==> src/hdl/ffp_pkg.sv <==
package ffp_pkg;

  // Field widths of the request and response channels
  localparam int unsigned REQ_X_W    = 10;
  localparam int unsigned RECT_W_W   = 11;
  localparam int unsigned RECT_H_W   = 7;
  localparam int unsigned OFF_X_W    = 10;
  localparam int unsigned OFF_Y_W    = 6;
  localparam int unsigned STATUS_W   = 2;
  localparam int unsigned BOUND_W_W  = 11;
  localparam int unsigned BOUND_H_W  = 7;

  localparam logic [BOUND_W_W-1:0] BOUND_W_MAX = '1;
  localparam logic [BOUND_H_W-1:0] BOUND_H_MAX = '1;

  // Request opcodes
  localparam logic CMD_PREPLACE = 1'b0;
  localparam logic CMD_PLACE    = 1'b1;

  typedef enum logic [STATUS_W-1:0] {
    STATUS_PLACED  = 2'd0,
    STATUS_NO_FIT  = 2'd1,
    STATUS_OUTSIDE = 2'd2
  } status_e;

  typedef enum logic [2:0] {
    S_CLEAR,
    S_IDLE,
    S_CHECK,
    S_SEARCH,
    S_MARK,
    S_DONE
  } ctrl_state_e;

  // Controller to datapath
  typedef struct packed {
    logic    clear;
    logic    load;
    logic    start_search;
    logic    start_mark;
    logic    search;
    logic    mark;
    logic    grow;
    logic    set_code;
    status_e code;
    logic    out_load;
  } ffp_cmd_t;

  // Datapath to controller
  typedef struct packed {
    logic is_place;
    logic bound_fail;
    logic w_zero;
    logic hit;
    logic exhausted;
    logic mark_done;
    logic clear_last;
  } ffp_stat_t;

endpackage

==> src/hdl/ffp_ctrl.sv <==
module ffp_ctrl import ffp_pkg::*; (
  input  logic      clk_i,
  input  logic      rst_ni,
  input  logic      in_valid_i,
  output logic      in_stall_o,
  output logic      out_valid_o,
  input  logic      out_stall_i,
  output ffp_cmd_t  ctl_o,
  input  ffp_stat_t stat_i
);

  ctrl_state_e state_q, state_d;
  logic        out_valid_q, out_valid_d;
  logic        out_free;

  assign out_free = !out_valid_q || !out_stall_i;

  always_comb begin
    state_d = state_q;
    case (state_q)
      S_CLEAR: begin
        if (stat_i.clear_last) begin
          state_d = S_IDLE;
        end
      end
      S_IDLE: begin
        if (in_valid_i) begin
          state_d = S_CHECK;
        end
      end
      S_CHECK: begin
        if (stat_i.bound_fail) begin
          state_d = S_DONE;
        end else if (stat_i.is_place && !stat_i.w_zero) begin
          state_d = S_SEARCH;
        end else begin
          state_d = S_MARK;
        end
      end
      S_SEARCH: begin
        if (stat_i.hit) begin
          state_d = S_MARK;
        end else if (stat_i.exhausted) begin
          state_d = S_DONE;
        end
      end
      S_MARK: begin
        if (stat_i.mark_done) begin
          state_d = S_DONE;
        end
      end
      S_DONE: begin
        if (out_free) begin
          state_d = S_IDLE;
        end
      end
      default: state_d = S_CLEAR;
    endcase
  end

  always_comb begin
    ctl_o      = '0;
    ctl_o.code = STATUS_PLACED;
    in_stall_o = 1'b1;
    case (state_q)
      S_CLEAR: begin
        ctl_o.clear = 1'b1;
      end
      S_IDLE: begin
        in_stall_o = 1'b0;
        ctl_o.load = in_valid_i;
      end
      S_CHECK: begin
        if (stat_i.bound_fail) begin
          ctl_o.set_code = 1'b1;
          ctl_o.code     = stat_i.is_place ? STATUS_NO_FIT : STATUS_OUTSIDE;
        end else if (stat_i.is_place && !stat_i.w_zero) begin
          ctl_o.start_search = 1'b1;
        end else begin
          ctl_o.start_mark = 1'b1;
        end
      end
      S_SEARCH: begin
        ctl_o.search = 1'b1;
        if (stat_i.exhausted) begin
          ctl_o.set_code = 1'b1;
          ctl_o.code     = STATUS_NO_FIT;
        end
      end
      S_MARK: begin
        ctl_o.mark = 1'b1;
        ctl_o.grow = stat_i.mark_done;
      end
      S_DONE: begin
        ctl_o.out_load = out_free;
      end
      default: begin
        ctl_o.clear = 1'b0;
      end
    endcase
  end

  always_comb begin
    out_valid_d = out_valid_q;
    if (out_valid_q && !out_stall_i) begin
      out_valid_d = 1'b0;
    end
    if (ctl_o.out_load) begin
      out_valid_d = 1'b1;
    end
  end

  always_ff @(posedge clk_i or negedge rst_ni) begin
    if (!rst_ni) begin
      state_q     <= S_CLEAR;
      out_valid_q <= 1'b0;
    end else begin
      state_q     <= state_d;
      out_valid_q <= out_valid_d;
    end
  end

  assign out_valid_o = out_valid_q;

endmodule

==> config.mk <==
export PLATFORM = sky130hd
export DESIGN_NAME = ffp_ctrl
export DESIGN_NICKNAME = d
export VERILOG_FILES = /design/src/hdl/ffp_pkg.sv /design/src/hdl/ffp_ctrl.sv
export SDC_FILE = /design/constraint.sdc
export NUM_CORES = 1
export LEC_CHECK = 0
export ABC_AREA = 1
export BUFFER_PORTS_ARGS = -buffer_cell sky130_fd_sc_hd__clkbuf_2
export CAP_MARGIN = 20
export CORE_AREA = 2 2 39 41
export CTS_CLUSTER_SIZE = 16
export DETAILED_ROUTE_END_ITERATION = 7
export DIE_AREA = 0 0 41 43
export PLACE_DENSITY = 0.61
export SLEW_MARGIN = 20
export SYNTH_ARGS = -nofsm -noshare
export SYNTH_HDL_FRONTEND = slang
export SYNTH_SLANG_ARGS = --single-unit
==> constraint.sdc <==
create_clock -name clk_i -period 1.62 [get_ports clk_i]
set_input_delay 0.162 -clock clk_i [delete_from_list [all_inputs] [get_ports clk_i]]
set_output_delay 0.162 -clock clk_i [all_outputs]
set_load 0.02 [all_outputs]
==> run summary, run 1 <==
status: completed
leakage: 0.348 nW
Max-Cap Viols: 0
Startpoint Class: flip-flop
sequential share of power: 23.5%
Clock transition at path regs: 0.04 ns
FILL cells: 170
critical path arrival: 1.31 ns
Seq cells post-synth: 4
Die Y: 43 um
vias in the first global route: 433
clock power share: 13.2%
maximum clock frequency: 679 MHz
Final Skew: 0.00144 ns
met2 WL: 500 um
WP data required: 1.46 ns
Pint: 0.420 mW
CP max stage cell: dfrtp_2
Buf/Inv on CP: 2
# DRC: 0
CTS tree: done
worst hold path type: in2reg
Pins Over Slew Limit: 0
cells along the critical path: inv_2, nand2_1, nor2_2, nand2_1, nor2_1, clkbuf_2
Row Count: 14
vias per cell: 4.35
Synthesized Nets: 79
Port Buffers: 23
Post-Route WL: 957 um
Comb power frac: 63.4%
antenna violations before repair: 0
first-pass GRT wire length: 1590 um
core area: 1380 um2
Peak supply drop: 709 uV
Detailed Routing Iterations Pass 1: 3
final hold viol count: 0
delay-heaviest family, CP: flip-flops
layout cell share with drive strength beyond 1: 41.5%
RePlAce Congestion: 0.760
crit path max fanout: 7
all-layer global routing usage: 13.2%
Yosys warnings: 0
clock buffer count from CTS: 3
DR WL/cell: 8.70 um
setup TNS: 0 ns
later-pin clock latency in the skew report: 0.23 ns
die width: 41 um
largest net degree at the start of global routing: 8
P&R area growth vs syn: 40.4%
Sw Pwr: 0.469 mW
Vias: 479
crit share post-route: 91.0%
Initial Utilization: 29.3%
Root Buffer: clkbuf_4
total I/O pin count: 24
die area: 1760 um2
RSZ-0062 raised after global routing: no
most frequent cells in the layout: clkbuf_2 (23), nand2_1 (20), nor2_1 (8), nand3_1 (8), inv_1 (8)
area of placed instances: 533 um2
met3 WL: 19 um
final setup vio count: 0
Synth Area per Inst: 5.96 um2
CTS max path bufs: 2
CP peak stage delay: 0.46 ns
top routing layer used: met4
minimum clock period: 1.47 ns
crit end category: output pin
most common cell after layout, fill and taps aside: clkbuf_2
Worst slew margin: 85.3%
Final Net Count: 107
Pwr Density: 1560 nW/um2
post-synth design cell area: 405 um2
Metal-1 WL: 428 um
cell mode on critical path: nand2_1
clock sinks: 4
slew of the pin with the lowest slew margin: 0.221 ns
sequential fraction of the synthesis area: 24.7%
post-DP HPWL: 826 um
initial DRC count: 11
ANT cells: 0
post-layout instance area: 569 um2
Sw Share: 52.8%
Post-DRT Antenna Nets: 0
Syn Inst Count: 68
Setup CP Type: reg2out
CTS H-tree depth: 1
Overflow after GRT: 0
post-synth cell types: 14
## power groups by stage
stage	logic, mW	registers [mW]	clock network [mW]
2_1_floorplan	0.410	0.207	0
3_3_place_gp	0.564	0.203	0
3_5_place_dp	0.566	0.206	0
4_1_cts	0.568	0.205	0.128
5_1_grt	0.639	0.218	0.131
6_report	0.564	0.209	0.117
## metrics by stage
step | hold slack (ns) | total power, mW | cells | setup WS, ns | utilization (%)
floorplan | -0.134 | 0.617 | 68 | 0.283 | -
global placement | -0.0259 | 0.767 | 106 | 0.336 | 38.5
detailed placement | -0.0244 | 0.772 | 106 | 0.316 | 38.5
CTS | 0.226 | 0.901 | 110 | 0.0624 | 40.9
global route | 0.270 | 0.988 | 110 | 0.0108 | 41.1
finish | 0.230 | 0.890 | 110 | 0.146 | 41.1
## worst reg2reg max path, stage by stage, from the launching register on
cell and delay (ns):
dfrtp_1 0.45, inv_2 0.08, nor2_2 0.14, nand2_2 0.11
nor2_4 0.11, nor2_4 0.06, nand3_1 0.08, nand2_1 0.05
## per-layer routing
layer / vias up / global-route usage [%]
li1: 260 / -
met1: 211 / 15.7
met2: 6 / 20.3
met3: 2 / 1.57
met4: 0 / 10.0
met5: - / 0
## sequential cells by signal (all words and copies together), names as in the netlist
| name | count |
|---|---|
| state_q | 3 |
| out_valid_o | 1 |
## final cells by class
class | instances | area [um2] | area share, %
Clock buffer | 3 | 22.5 | 3.96
Inverter | 11 | 41.3 | 7.25
Multi-Input combinational cell | 52 | 259 | 45.5
Sequential cell | 4 | 101 | 17.8
Tap cell | 16 | 20.0 | 3.52
Timing Repair Buffer | 24 | 125 | 22.0
## cell families after synthesis
family / synth area share, %
AO/OA/AOI/OAI: 5.56
buffers and inverters: 12.0
flip-flops: 24.7
AND/OR/NAND/NOR: 57.7
## worst paths after layout
path | from | endpoint | slack [ns] | depth (start not counted)
hold reg to reg | out_valid_o | out_valid_o | 0.60 | 2
setup / recovery | state_q[2] | ctl_o[2] | 0.15 | 6
min in group asynchronous | rst_ni | out_valid_o | 0.28 | 2
max in group asynchronous | rst_ni | state_q[2] | 1.21 | 2
setup reg to reg | state_q[0] | state_q[2] | 0.44 | 7
hold / removal | stat_i[3] | state_q[1] | 0.23 | 4
## cells in the mapped netlist
cell / n / area share (%)
buf_4: 1 / 1.9
dfrtp_1: 4 / 25
inv_1: 8 / 7.4
inv_2: 3 / 2.8
nand2_1: 20 / 19
nand2_2: 4 / 6.2
nand3_1: 8 / 9.9
nand3b_1: 2 / 3.7
nor2_1: 9 / 8.3
nor2_2: 1 / 1.5
nor2_4: 3 / 8.3
nor3_1: 1 / 1.2
o21ai_0: 3 / 3.7
o21bai_1: 1 / 1.9
## repair_timing
item                                    in CTS  in global routing
hold buffers                                 1                  0
endpoints found under the setup margin       0                  2
resized for setup                            0                  2
hold endpoints to repair                     4                  0
buffers inserted                             0                  0
No activity file was read; power rests on OpenSTA's default activity.
==> inputs of run 2 (changes only) <==
==> constraint.sdc (replaced) <==
create_clock -name clk_i -period 1.62 [get_ports clk_i]
set_input_delay 0.324 -clock clk_i [delete_from_list [all_inputs] [get_ports clk_i]]
set_output_delay 0.324 -clock clk_i [all_outputs]
set_load 0.02 [all_outputs]
==> run 2 against run 1 <==
Against the previous run: cell count grew 5.5%; first-iteration DRC count shrank 36%; total power grew 17%; wire length grew 9.1%; clock skew is essentially flat; register-to-register slack is essentially flat; sequential cell count is the same; via count grew 6.3%; largest cell class unchanged.
==> run summary, run 2 (synthesis results as in run 1) <==
minimum clock period: 1.57 ns (was 1.47 ns)
reg2reg start: state_q[0] (unchanged)
Pwr Density: 1590 nW/um2 (was 1560 nW/um2)
initial DRC count: 7 (was 11)
ANT cells: 0 (unchanged)
die area: 1760 um2 (unchanged)
vias in the first global route: 454 (was 433)
die width: 41 um (unchanged)
DR WL/cell: 9.00 um (was 8.70 um)
Reg area: 104 um2 (was 101 um2)
Startpoint Class: flip-flop (unchanged)
# DRC: 0 (unchanged)
RSZ-0062 raised after global routing: yes (was no)
all-layer global routing usage: 13.5% (was 13.2%)
Top reg by flops: state_q (unchanged)
post-DP HPWL: 826 um (unchanged)
setup TNS: 0 ns (unchanged)
Overflow after GRT: 0 (unchanged)
crit end category: output pin (unchanged)
worst r2r path cells: 8 (was 7)
Reg2Reg Setup Slack: 0.44 ns (about the same)
Place WS: 0.154 ns (was 0.316 ns)
crit path max fanout: 7 (unchanged)
largest net degree at the start of global routing: 8 (unchanged)
worst hold path type: in2reg (unchanged)
layout cell share with drive strength beyond 1: 54.0% (was 41.5%)
most frequent cells in the layout: clkbuf_2 (18), nand2_1 (16), nand2_2 (8), inv_1 (8), buf_4 (8) (was clkbuf_2 (23), nand2_1 (20), nor2_1 (8), nand3_1 (8), inv_1 (8))
Largest register FFs: 3 (unchanged)
Initial Utilization: 29.3% (unchanged)
maximum clock frequency: 636 MHz (was 679 MHz)
Final Skew: 0.00149 ns (was 0.00144 ns)
Die Y: 43 um (unchanged)
Hold Crit Start: stat_i[3] (unchanged)
final setup vio count: 0 (unchanged)
critical path arrival: 1.25 ns (was 1.31 ns)
final worst slack: 0.0478 ns (was 0.146 ns)
Max-Cap Viols: 0 (unchanged)
worst r2r dst: state_q[0] (was state_q[2])
Root Buffer: clkbuf_4 (unchanged)
core area: 1380 um2 (unchanged)
later-pin clock latency in the skew report: 0.23 ns (about the same)
WP data required: 1.30 ns (was 1.46 ns)
antenna violations before repair: 0 (unchanged)
Setup CP Type: reg2out (unchanged)
Port Buffers: 23 (unchanged)
leakage: 0.383 nW (was 0.348 nW)
Final Net Count: 113 (was 107)
CTS H-tree depth: 1 (unchanged)
Hold Path Cell Cnt: 4 (unchanged)
crit share post-route: 97.0% (was 91.0%)
Worst slew margin: 86.6% (was 85.3%)
Post-Route WL: 1040 um (was 957 um)
most common cell after layout, fill and taps aside: clkbuf_2 (unchanged)
Hold Crit Endpoint: state_q[1] (unchanged)
Row Count: 14 (unchanged)
P&R area growth vs syn: 62.3% (was 40.4%)
Clock transition at path regs: 0.03 ns (was 0.04 ns)
Multi-input gate area: 289 um2 (was 259 um2)
RePlAce Congestion: 0.760 (unchanged)
Vias: 509 (was 479)
Detailed Routing Iterations Pass 1: 2 (was 3)
vias per cell: 4.39 (was 4.35)
status: completed (unchanged)
clock sinks: 4 (unchanged)
first-pass GRT wire length: 1640 um (was 1590 um)
CTS max path bufs: 2 (unchanged)
FILL cells: 158 (was 170)
final core utilization: 47.6% (was 41.1%)
clock buffer count from CTS: 3 (unchanged)
Pins Over Slew Limit: 0 (unchanged)
CTS tree: done (unchanged)
final hold viol count: 0 (unchanged)
slew of the pin with the lowest slew margin: 0.199 ns (was 0.221 ns)
total I/O pin count: 24 (unchanged)
Peak supply drop: 770 uV (was 709 uV)
Post-DRT Antenna Nets: 0 (unchanged)
[run 2: timing repair]
item,in CTS,in global routing
gates resized for setup,4,18
setup endpoints to repair,3,8
hold endpoints to repair,4,0
buffers inserted,1,5
pin swaps,0,4
hold buffers,1,0
[run 2: worst max-delay path by stage]
stage	startpoint	to	slack, ns	cells after the start
CTS	state_q[2]	ctl_o[2]	0.02	6
global placement	state_q[2]	ctl_o[2]	0.17	6
finish	state_q[1]	ctl_o[1]	0.05	5
detailed placement	state_q[2]	ctl_o[2]	0.15	6
floorplan	state_q[2]	ctl_o[1]	0.12	3
global route	state_q[0]	ctl_o[4]	-0.04	4
[run 2: layout make-up]
class	count	area share (%)
timing repair buffer	30	27.6
multi-input combinational	52	43.9
sequential	4	15.8
inverter	11	6.27
clock buffer	3	3.42
tap	16	3.04
[run 2: critical path, cell delays in order, from the launching register on]
cell and delay, ns:
dfrtp_2 0.46, nand2_2 0.09, nor2_4 0.16, nand2_2 0.07, o21ai_0 0.06, buf_2 0.18
[run 2: layer usage]
layer	vias up	global-route usage (%)	part of all wire [%]
li1	275	-	-
met1	226	15.7	42
met2	6	21.3	55
met3	2	1.57	1.8
met4	0	10.0	0.96
met5	-	0	0
[run 2: metrics by stage]
stage / std cells / hold slack, ns / instance area, um2 / power [mW]
6_report: 116 / 0.393 / 658 / 1.04
4_1_cts: 111 / 0.385 / 579 / 0.926
2_1_floorplan: 68 / 0.0284 / 405 / 0.617
3_3_place_gp: 106 / 0.136 / 533 / 0.767
3_5_place_dp: 106 / 0.138 / 533 / 0.772
5_1_grt: 116 / 0.433 / 658 / 1.15
[run 2: power by group]
group          total (mW)  switching (mW)  internal (mW)  leakage (nW)
Clock               0.117          0.0350         0.0825        0.0138
Combinational       0.712           0.427          0.286         0.321
Sequential          0.214          0.0658          0.148        0.0477
